## src/rtl/filtered_stereo_correlation_defines.svh

```systemverilog
// Assertion macros for the stereo correlation block
`ifndef FILTERED_STEREO_CORRELATION_DEFINES_SVH
`define FILTERED_STEREO_CORRELATION_DEFINES_SVH
`ifndef NO_ASSERTIONS
`define FSC_ASSERT_IMPL(label, clk, rst, prop, msg) \
   label: assert property (@(posedge clk) disable iff (rst) prop) else $error(msg);
`define FSC_ASSERT_NORST(label, clk, prop, msg) \
   label: assert property (@(posedge clk) prop) else $error(msg);
`else
`define FSC_ASSERT_IMPL(label, clk, rst, prop, msg)
`define FSC_ASSERT_NORST(label, clk, prop, msg)
`endif
`endif

```

## src/rtl/fsc_serial_mac.sv

```systemverilog
// Bit-serial multiplier: a * b, signed operands of WIDTH bits; one bit of b a cycle.
module fsc_serial_mac #(
   parameter int WIDTH = 32
) (
   input  logic                   clock,
   input  logic                   reset,
   input  logic                   start,
   input  logic signed [WIDTH-1:0] a,
   input  logic signed [WIDTH-1:0] b,
   output logic                   done,
   output logic signed [2*WIDTH-1:0] product
);
   localparam int CntBits = $clog2(WIDTH + 1);
   logic signed [2*WIDTH-1:0] acc_ff, acc_in, mcand_ff, mcand_in;
   logic [WIDTH-1:0] mplier_ff, mplier_in;
   logic [CntBits-1:0] cnt_ff, cnt_in;
   logic busy_ff, busy_in, done_ff, done_in;

   // shift-add, last bit of b carries negative weight
   always_comb begin
      acc_in = acc_ff; mcand_in = mcand_ff; mplier_in = mplier_ff;
      cnt_in = cnt_ff; busy_in = busy_ff; done_in = 1'b0;
      if (start) begin
         acc_in = '0;
         mcand_in = (2*WIDTH)'(a);
         mplier_in = b;
         cnt_in = '0;
         busy_in = 1'b1;
      end else if (busy_ff) begin
         if (mplier_ff[0]) begin
            if (cnt_ff == CntBits'(WIDTH - 1)) acc_in = acc_ff - mcand_ff;
            else acc_in = acc_ff + mcand_ff;
         end
         mcand_in = mcand_ff <<< 1;
         mplier_in = mplier_ff >> 1;
         cnt_in = cnt_ff + 1'b1;
         if (cnt_ff == CntBits'(WIDTH - 1)) begin
            busy_in = 1'b0;
            done_in = 1'b1;
         end
      end
   end

   always_ff @(posedge clock) begin
      acc_ff <= acc_in; mcand_ff <= mcand_in; mplier_ff <= mplier_in; cnt_ff <= cnt_in;
      if (reset) begin
         busy_ff <= 1'b0; done_ff <= 1'b0;
      end else begin
         busy_ff <= busy_in; done_ff <= done_in;
      end
   end
   assign done = done_ff;
   assign product = acc_ff;
endmodule

```

## config.mk

```make
export PLATFORM = sky130hd
export DESIGN_NAME = fsc_serial_mac
export DESIGN_NICKNAME = d
export VERILOG_FILES = /design/src/rtl/filtered_stereo_correlation_defines.svh /design/src/rtl/fsc_serial_mac.sv
export SDC_FILE = /design/constraint.sdc
export NUM_CORES = 1
export LEC_CHECK = 0
export ABC_AREA = 1
export BUFFER_PORTS_ARGS = -buffer_cell sky130_fd_sc_hd__buf_4
export CAP_MARGIN = 20
export CELL_PAD_IN_SITES_DETAIL_PLACEMENT = 0
export CELL_PAD_IN_SITES_GLOBAL_PLACEMENT = 2
export CORE_ASPECT_RATIO = 1.25
export CORE_MARGIN = 1
export CORE_UTILIZATION = 33
export CTS_CLUSTER_SIZE = 14
export DETAILED_ROUTE_END_ITERATION = 12
export PLACE_DENSITY_LB_ADDON = 0.12
export SLEW_MARGIN = 5
export SYNTH_ARGS = -nofsm -noshare
export SYNTH_HDL_FRONTEND = slang
export SYNTH_SLANG_ARGS = --single-unit
```

## constraint.sdc

```tcl
create_clock -name clock -period 4.7 [get_ports clock]
set_input_delay 0.47 -clock clock [delete_from_list [all_inputs] [get_ports clock]]
set_output_delay 0.47 -clock clock [all_outputs]
set_load 0.005 [all_outputs]
```

==> metrics.txt, run 1 <==
CP Cell Sequence inv_1, ha_2, nand3_4, nor2_4, nand2_2, nor2_2, nand3_2, nor2_4, nor2_1, a21oi_1, xor2_1, ha_1, nand2_1, inv_1, nand2_1, nand3_1, a21oi_1, nand3_1, nand2_1, nand2_1, nand2_1, nand3_1, nand2_1, inv_1; post-route design area 15800 µm²; final net count 2378; first-pass detailed-route iteration total 5; highest-count cells in the layout ignoring fill and taps 595 x nand2_1, 363 x nor2_1, 320 x inv_1; largest net degree at the start of global routing 74; Skew-Pair Late Insertion Delay 0.47 ns; status completed; Die X 184 µm; Initial Util 0.337; RR Endpoint product[41]$_SDFFE_PP0P_; CP Capture Type register; CTS tree done; simple-gate share of the synthesized area 0.345; synth warn 0; Reg2Reg Launch Point mcand_ff[0]$_SDFFCE_PN0P_; routed length per instance 18.0 µm; core area 40400 µm²; Clock Tree Root clkbuf_16; final period utilization 0.917; fmax 232 MHz; number of flops mapped to enable cells by yosys 96; layout cells sized above 1 0.0922; final setup margin 0.392 ns; crit path DAT 4.68 ns; Mapped Area 13600 µm²; die height 229 µm; cells on worst reg2reg path 24; antenna cells 0; first-pass GRT wire length 76.5 mm; Synth Area in Adders 0.0612; Fillers 4495; leakage 0.00783 µW; post-synthesis mux area share 0; WP data required 5.07 ns; global route total overflow 0; largest cells by area after synthesis edfxtp_1 21%, nand2_1 16%, dfxtp_1 11%; Pwr Density 295 nW/µm²; worst-margin pin slew 1.00 ns; fin crit period 4.31 ns; Detailed Route WL 50.5 mm; Inserted Clock Buffers 17; Max-Cap Viols 0; clk sinks 168; CP max stage delay 0.39 ns; Hold Vio Cnt, Final 0; R2R Setup Slk 0.39 ns; number of gates resized after CTS 0; placer congestion estimate 0.933; HP Class in2reg; Cells after Synth 2132; Placed Instances 2772; sequential fraction of the synthesis area 0.318; Compound-Gate Fraction of Synth Area 0.113; RSZ-0062 raised after global routing false; Ports 132; HPWL after DPL 40.9 mm; min-delay src reset; number of synthesized register bits 168; Hold Path End done$_SDFF_PP0_; VDD IR-drop max 0.278 mV; Area Overhead vs Synth 16.1%; top_reg_cell synth edfxtp_1; most common cell after layout, fill and taps aside nand2_1; number of global-route vias before repair 13200; Setup-failing EPs final 0; cell taking the most area after synthesis edfxtp_1; die area 42100 µm²; I/O Buffers 131; DRT iter0 DRCs 871; largest family of logic cells by synthesized area simple AND/OR/NAND/NOR gates; antenna-violating nets left 0; Unique masters post-synth 42; skew final 0.0137 ns; Post CTS Setup Buffer Count 0; placed standard-cell area 15200 µm²; CTS HTree Levels 4; vias per cell 4.83; Synthesized Nets 2265; CP dominant cell by count nand2_1; Via Count 13500; Max Fanout on Critical Path 5; hold path depth 2; clk slew on worst S/H paths 0.08 ns; post-route setup TNS 0 ns; dpl ws 0.170 ns; CP Class reg2reg; Synth Area in XOR/XNOR 0.0598; Slew HR 0.329; Hold Buf Count CTS 0; Layout Cells excl Fill 2803; syn_area_per_cell 6.39 µm²; slowest library cell on the worst path edfxtp_1; DRC 0; crit path launch type register; final slew viol count 0; maximum root-to-sink buffer count 2; Row Count 82; Yosys top cell area share 0.212; Async SR Flop Fraction 0; All-Layer GR Usage 0.245; antenna violations before repair 0
metal layers:
metal,vias to the layer above,GRT usage,share of wire
met3,95,0.0270,0.035
met5,-,0,0
met1,6130,0.313,0.46
li1,6971,-,-
met2,336,0.401,0.46
met4,0,0.134,0.051
synth_stat cells, types with 3 or more instances:
| master | number |
|---|---|
| nand2_1 | 596 |
| nor2_1 | 363 |
| inv_1 | 321 |
| o21ai_0 | 140 |
| a21oi_1 | 103 |
| edfxtp_1 | 96 |
| xor2_1 | 87 |
| nand3_1 | 86 |
| dfxtp_1 | 72 |
| ha_1 | 65 |
| clkbuf_1 | 39 |
| nor3_1 | 32 |
| nand4_1 | 27 |
| o21bai_1 | 17 |
| a31oi_1 | 9 |
| nor4_1 | 8 |
| buf_1 | 7 |
| nand2_2 | 7 |
| nor2_4 | 7 |
| nor2_2 | 6 |
| xnor2_1 | 6 |
| a21o_1 | 4 |
| and2_1 | 3 |
| buf_2 | 3 |
| o21ai_1 | 3 |
logic make-up (layout without fill, tap and decap cells):
group | count (synthesis) | in the layout
fa+ha+maj | 66 | 66
buf+inv | 372 | 497
compound gates | 287 | 287
flops | 168 | 168
simple gates | 1146 | 1146
xor+xnor | 93 | 93
worst max path at each step:
stage / start / endpoint / slack (ns) / cells after the start
after floorplan: start / mcand_ff[0]$_SDFFCE_PN0P_ / 1.15 / 4
after global placement: mcand_ff[0]$_SDFFCE_PN0P_ / product[52]$_SDFFE_PP0P_ / 0.19 / 23
after detailed placement: mcand_ff[0]$_SDFFCE_PN0P_ / product[52]$_SDFFE_PP0P_ / 0.17 / 23
after CTS: mcand_ff[0]$_SDFFCE_PN0P_ / product[52]$_SDFFE_PP0P_ / 0.15 / 23
after global routing: mcand_ff[0]$_SDFFCE_PN0P_ / product[51]$_SDFFE_PP0P_ / 0.03 / 26
final: mcand_ff[0]$_SDFFCE_PN0P_ / product[41]$_SDFFE_PP0P_ / 0.39 / 24
registers in the layout, indices dropped and copies added, names as in the netlist:
| signal | count |
|---|---|
| mcand_ff | 64 |
| product | 64 |
| mplier_ff | 32 |
| cnt_ff | 6 |
| busy_ff | 1 |
| done | 1 |
through the flow:
stage / util / hold slack, ns / total power, µW
after CTS: 0.391 / 0.153 / 4720
after floorplan: - / 0.455 / 2710
after global placement: 0.376 / 0.472 / 3200
after global routing: 0.391 / 0.166 / 4950
after detailed placement: 0.376 / 0.484 / 3200
final: 0.391 / 0.179 / 4670
where the power goes:
part	switching [µW]	leakage (µW)	internal, µW
sequential	120	0.00158	1710
clock	666	0.000275	829
combinational	886	0.00598	458
total	1670	0.00783	3000
critical path, delay by kind of cell (launching register included):
kind	cells	cell delay, ns
AND/OR/NAND/NOR	16	2.15
adder cells (fa/ha/maj)	2	0.65
AO/OA/AOI/OAI	2	0.40
flip-flops	1	0.39
XOR/XNOR	1	0.37
buffers and inverters	3	0.25
area by class of cell:
type	count	area (µm²)	share of cell area
tap	546	683	0.0432
multi-input combinational	1592	7920	0.501
clock inverter	13	155	0.00981
timing repair buffer	143	1090	0.0687
sequential	168	4320	0.274
inverter	323	1210	0.0767
clock buffer	18	429	0.0271
Power figures use the tool's default switching activity.
==> run 2: changes to the inputs <==
--- a/config.mk
+++ b/config.mk
@@ -16,6 +16,7 @@
 export CTS_CLUSTER_SIZE = 14
 export DETAILED_ROUTE_END_ITERATION = 12
 export PLACE_DENSITY_LB_ADDON = 0.12
+export REMOVE_ABC_BUFFERS = 1
 export SLEW_MARGIN = 5
 export SYNTH_ARGS = -nofsm -noshare
 export SYNTH_HDL_FRONTEND = slang
==> run 2 against run 1 <==
Core utilization is essentially flat. Count of clock-buffer cells in the layout shrank 1. Non-clock buffer count shrank 1. Total power grew 0.82%. Flip-flop and latch count is the same. Combinational power is essentially flat. Sequential power is essentially flat. Fmax grew 0.83%. Final cell count is the same. Critical endpoint is now product[50]$_SDFFE_PP0P_.
==> metrics.txt, run 2 (synthesized netlist as in run 1, its figures left out) <==
antenna violations before repair 0 (unchanged); first-pass detailed-route iteration total 5 (unchanged); min-delay src reset; final period utilization 0.909 (-0.00754); placer congestion estimate 0.941 (+0.85%); CTS HTree Levels 4 (unchanged); antenna-violating nets left 0 (unchanged); most common cell after layout, fill and taps aside nand2_1; die height 229 µm (unchanged); Post CTS Setup Buffer Count 0 (unchanged); Area Overhead vs Synth 16.1% (about the same); R2R Setup Slk 0.43 ns (+0.04 ns); die area 42100 µm² (unchanged); skew final 0.00840 ns (-0.00535 ns); antenna cells 0 (unchanged); highest-count cells in the layout ignoring fill and taps 595 x nand2_1, 363 x nor2_1, 320 x inv_1; Ports 132 (unchanged); Pwr Density 298 nW/µm² (+0.78%); routed length per instance 18.0 µm (about the same); CTS tree done; Setup-failing EPs final 0 (unchanged); worst-margin pin slew 0.902 ns (-0.102 ns); RSZ-0062 raised after global routing false; crit path DAT 4.65 ns (-0.03 ns); VDD IR-drop max 0.269 mV (-3.2%); Reg2Reg Launch Point mcand_ff[0]$_SDFFCE_PN0P_; Hold Path End done$_SDFF_PP0_; crit path launch type register; Max Fanout on Critical Path 6 (+1); Row Count 82 (unchanged); final slew viol count 0 (unchanged); RR Endpoint product[50]$_SDFFE_PP0P_; fin crit period 4.27 ns (-0.0355 ns); clk sinks 168 (unchanged); global route total overflow 0 (unchanged); DRT iter0 DRCs 746 (-14%); maximum root-to-sink buffer count 2 (unchanged); I/O Buffers 131 (unchanged); cells on worst reg2reg path 23 (-4.2%); Inserted Clock Buffers 17 (unchanged); largest net degree at the start of global routing 78 (+5.4%); Via Count 13500 (-0.48%); hold path depth 2 (unchanged); Detailed Route WL 50.6 mm (about the same); Hold Vio Cnt, Final 0 (unchanged); number of gates resized after CTS 0 (unchanged); HP Class in2reg; Die X 184 µm (unchanged); CP Class reg2reg; final net count 2377 (-0.042%); number of global-route vias before repair 13400 (+1.8%); post-route setup TNS 0 ns (unchanged); Slew HR 0.397 (+0.0681); DRC 0 (unchanged); HPWL after DPL 41.4 mm (+1.2%); Fillers 4512 (+0.38%); Initial Util 0.337 (unchanged); All-Layer GR Usage 0.247 (+0.00190); WP data required 5.08 ns (about the same); Max-Cap Viols 0 (unchanged); clk slew on worst S/H paths 0.08 ns (about the same); Clock Tree Root clkbuf_16; final hold slack 0.159 ns (-0.0206 ns); leakage 0.00784 µW (+0.18%); Hold Buf Count CTS 0 (unchanged); CP Capture Type register; status completed; fmax 234 MHz (+0.83%); Skew-Pair Late Insertion Delay 0.47 ns (about the same); layout cells sized above 1 0.0922 (unchanged); core area 40400 µm² (unchanged); first-pass GRT wire length 76.8 mm (+0.31%); vias per cell 4.80 (-0.48%)
## run 2: cell types whose count changed in the layout (fill, tap and decap cells not counted), sizes merged
| cell | delta |
|---|---|
| buf | -1 |
| clkinvlp | -1 |
| inv | +4 |
| bufinv | -1 |
| clkbuf | -1 |
## run 2: area by class of cell
type / count / area, µm² / share of cell area
inverter: 323 / 1210 / 0.0767
clock buffer: 17 / 425 / 0.0269
clock inverter: 15 / 184 / 0.0116
multi-input combinational: 1592 / 7910 / 0.500
timing repair buffer: 142 / 1080 / 0.0682
sequential: 168 / 4320 / 0.273
tap: 546 / 683 / 0.0432
## run 2: worst max-delay path, stage by stage, from the launching register on
cell and delay (ns):
edfxtp_1 0.39, inv_1 0.14, ha_1 0.28, nand3_4 0.13
nor2_4 0.21, nand2_2 0.11, nor2_1 0.12, nand3_1 0.15
nor2_2 0.26, a31oi_1 0.17, nor2_1 0.21, xor2_1 0.13
ha_1 0.44, nand2_1 0.13, nor2_1 0.20, inv_1 0.09
nor2_1 0.29, nand2_1 0.08, nor2_1 0.20, nor2_1 0.10
nand3_1 0.09, nand3_1 0.12, nand2_1 0.09, inv_1 0.04
## run 2: routing by layer
layer,GRT usage,vias up,wire (µm)
met5,0,-,0
met4,0.121,0,2380
met3,0.0293,77,1380
met2,0.413,243,23700
met1,0.312,6150,23100
li1,-,6997,-
## run 2: through the flow
step / total power (µW) / utilization / cells / area (µm²) / setup WS (ns)
2_1_floorplan: 2680 / - / 2083 / 13400 / 0.464
3_3_place_gp: 3210 / 0.376 / 2771 / 15200 / 0.461
3_5_place_dp: 3210 / 0.376 / 2771 / 15200 / 0.445
4_1_cts: 4760 / 0.391 / 2803 / 15800 / 0.424
5_1_grt: 5000 / 0.391 / 2803 / 15800 / 0.0215
6_report: 4710 / 0.391 / 2803 / 15800 / 0.428
## run 2: how the worst max path moves through the flow
stage | from | endpoint | cells after the start
2_1_floorplan | start | mcand_ff[0]$_SDFFCE_PN0P_ | 2
4_1_cts | mcand_ff[0]$_SDFFCE_PN0P_ | product[50]$_SDFFE_PP0P_ | 23
3_3_place_gp | mcand_ff[0]$_SDFFCE_PN0P_ | product[61]$_SDFFE_PP0P_ | 24
6_report | mcand_ff[0]$_SDFFCE_PN0P_ | product[50]$_SDFFE_PP0P_ | 23
5_1_grt | mcand_ff[0]$_SDFFCE_PN0P_ | product[51]$_SDFFE_PP0P_ | 26
3_5_place_dp | mcand_ff[0]$_SDFFCE_PN0P_ | product[50]$_SDFFE_PP0P_ | 23
## run 2: power breakdown
part | switching [µW] | total [µW] | internal, µW | leakage [µW]
sequential | 118 | 1830 | 1710 | 0.00158
combinational | 885 | 1340 | 459 | 0.00598
clock | 732 | 1540 | 804 | 0.000292
total | 1740 | 4710 | 2970 | 0.00784
==> run 3: changes to the inputs <==
--- a/config.mk
+++ b/config.mk
@@ -8,11 +8,9 @@
 export ABC_AREA = 1
 export BUFFER_PORTS_ARGS = -buffer_cell sky130_fd_sc_hd__buf_4
 export CAP_MARGIN = 20
-export CELL_PAD_IN_SITES_DETAIL_PLACEMENT = 0
-export CELL_PAD_IN_SITES_GLOBAL_PLACEMENT = 2
 export CORE_ASPECT_RATIO = 1.25
 export CORE_MARGIN = 1
-export CORE_UTILIZATION = 33
+export CORE_UTILIZATION = 40
 export CTS_CLUSTER_SIZE = 14
 export DETAILED_ROUTE_END_ITERATION = 12
 export PLACE_DENSITY_LB_ADDON = 0.12
==> run 3 against run 2 <==
First-iteration DRC count rose by 37%. Fmax decreased by 2.2%. Die area decreased by 17%. Clock skew rose by 0.0023 ns. Via count up 2.0%. Clock power fell by 8%. Core utilization rose by 7.6 points. Sequential share of layout area grew 0.30 points. Global-route usage grew 3.8 points. Count of clock-buffer cells in the layout stayed put. Flip-flop and latch count unchanged. Hold slack improved by 0.028 ns. Largest cell class unchanged. Largest power group unchanged. Highest routed layer unchanged.
==> metrics.txt, run 3 (synthesized netlist as in run 1, its figures left out) <==
post-route setup TNS 0 ns (unchanged); CTS tree done; slowest library cell on the worst path nor3_1; CP max stage delay 0.49 ns (+0.05 ns); Layout Cells excl Fill 2683 (-4.3%); DRC 0 (unchanged); final net count 2380 (+0.13%); clk sinks 168 (unchanged); fmax 229 MHz (-2.2%); Combinational Power Share 0.293 (+0.008); worst-margin pin slew 0.975 ns (+0.0736 ns); Hold Vio Cnt, Final 0 (unchanged); CP Capture Type register; Detailed Route WL 48.4 mm (-4.3%); Max Fanout on Critical Path 5 (-1); cells on worst reg2reg path 20 (-13%); placer congestion estimate 0.952 (+1.2%); Row Count 75 (-8.5%); WP data required 5.05 ns (-0.03 ns); switching power as a share of total power 0.372 (+0.00362); Area Overhead vs Synth 14.9%; CP Cell Sequence nor2_1, nand2_1, inv_1, nand3_1, nor3_1, nand4_1, xor2_1, nand2_1, o21ai_0, ha_1, nand2_1, inv_1, nand2_1, nand3_1, a21oi_1, o21ai_0, a21oi_1, a21oi_1, o21ai_0, inv_1; Die X 167 µm (-9.1%); Slew HR 0.348 (-0.0492); min-delay src reset; largest net degree at the start of global routing 79 (+1.3%); layout cells sized above 1 0.0934 (+0.00121); antenna violations before repair 0 (unchanged); final setup margin 0.330 ns (-0.0979 ns); fin crit period 4.37 ns (+0.0979 ns); clock power share 0.308 (-0.018); global route total overflow 0 (unchanged); Ports 132 (unchanged); die height 208 µm (-9.1%); R2R Setup Slk 0.33 ns (-0.10 ns); Inserted Clock Buffers 17 (unchanged); VDD IR-drop max 0.203 mV (-24%); core area 33500 µm² (-17%); CP dominant cell by count nand2_1; Clock Tree Root clkbuf_16; dpl ws 0.272 ns (-0.174 ns); highest-count cells in the layout ignoring fill and taps 595 x nand2_1, 363 x nor2_1, 320 x inv_1; first-pass GRT wire length 75.1 mm (-2.1%); number of global-route vias before repair 13600 (+1.0%); Via Count 13700 (+2.0%); antenna-violating nets left 0 (unchanged); Skew-Pair Late Insertion Delay 0.45 ns (-0.02 ns); DRT iter0 DRCs 1025 (+37%); Reg2Reg Launch Point mcand_ff[46]$_DFFE_PP_; Max-Cap Viols 0 (unchanged); crit path launch type register; Tot Pwr 4570 µW (-3.0%); crit path DAT 4.72 ns (+0.07 ns); Psw 1700 µW (-2.1%); CTS HTree Levels 4 (unchanged); maximum root-to-sink buffer count 2 (unchanged); hold path depth 2 (unchanged); most common cell after layout, fill and taps aside nand2_1; HPWL after DPL 39.8 mm (-3.7%); skew final 0.0107 ns (+0.00235 ns); vias per cell 5.12 (+6.6%); Hold Path End done$_SDFF_PP0_; RSZ-0062 raised after global routing false; Fillers 3592 (-20%); RR Endpoint product[59]$_SDFFE_PP0P_; routed length per instance 18.0 µm (about the same); All-Layer GR Usage 0.285 (+0.0384); Setup-failing EPs final 0 (unchanged); I/O Buffers 131 (unchanged); Initial Util 0.406 (+0.0696); first-pass detailed-route iteration total 7 (+2); antenna cells 0 (unchanged); Placed Instances 2651 (-4.3%); final hold slack 0.187 ns (+0.0284 ns); leakage 0.00784 µW (about the same); clk slew on worst S/H paths 0.08 ns (about the same); sequential share of power 0.400 (+0.012); Pint 2870 µW (-3.6%); die area 34800 µm² (-17%); status completed; Pwr Density 292 nW/µm² (-1.9%); final period utilization 0.930 (+0.0208); HP Class in2reg; final slew viol count 0 (unchanged); CP Class reg2reg
## run 3: cell types whose count changed in the layout (fill, tap and decap cells not counted), sizes merged
cell    change
buf         +3
bufinv      -2
inv         +2
## run 3: routing by layer
| metal | up-vias | part of all wire | track usage |
|---|---|---|---|
| met5 | - | 0 | 0 |
| met4 | 0 | 0.045 | 0.138 |
| met3 | 90 | 0.037 | 0.0310 |
| met2 | 366 | 0.47 | 0.483 |
| met1 | 6297 | 0.44 | 0.360 |
| li1 | 6990 | - | - |
## run 3: timing repair
item / in CTS / in global routing
endpoints found under the setup margin: 0 / 9
setup buffers: 0 / 0
gates resized for setup: 0 / 2
hold buffers: 0 / 0
## run 3: worst max-delay path by stage
stage	start	endpoint	slack (ns)	cells past startpoint
detailed placement	mcand_ff[0]$_SDFFCE_PN0P_	product[41]$_SDFFE_PP0P_	0.27	22
CTS	mcand_ff[0]$_SDFFCE_PN0P_	product[41]$_SDFFE_PP0P_	0.24	22
global route	mcand_ff[0]$_SDFFCE_PN0P_	product[61]$_SDFFE_PP0P_	0.04	24
global placement	mcand_ff[0]$_SDFFCE_PN0P_	product[44]$_SDFFE_PP0P_	0.32	22
finish	mcand_ff[46]$_DFFE_PP_	product[59]$_SDFFE_PP0P_	0.33	20
floorplan	start	mcand_ff[0]$_SDFFCE_PN0P_	0.46	2
## run 3: final cells by class
type,instances,area [µm²],share of cell area
tap,423,529,0.0338
clock inverter,15,138,0.00880
timing repair buffer,145,1100,0.0704
clock buffer,17,425,0.0272
inverter,323,1210,0.0775
multi-input combinational,1592,7910,0.506
sequential,168,4320,0.276
## run 3: metrics by stage
stage | area [µm²] | utilization
2_1_floorplan | 13400 | -
3_3_place_gp | 15100 | 0.450
3_5_place_dp | 15100 | 0.450
4_1_cts | 15600 | 0.467
5_1_grt | 15600 | 0.467
6_report | 15600 | 0.467
## run 3: power by group through the flow
stage	Sequential, µW	Combinational [µW]	Clock (µW)
final	1830	1340	1410
after global routing	1840	1500	1500
after CTS	1830	1330	1450
after detailed placement	1860	1320	0
after global placement	1860	1320	0
after floorplan	1830	856	0
## run 3: worst max-delay path: cells and delay by family, from the launching register on
family / cells / cell delay (ns)
AO/OA/AOI/OAI: 6 / 1.18
adder cells (fa/ha/maj): 1 / 0.46
flip-flops: 1 / 0.43
buffers and inverters: 3 / 0.21
XOR/XNOR: 1 / 0.24
AND/OR/NAND/NOR: 9 / 1.75
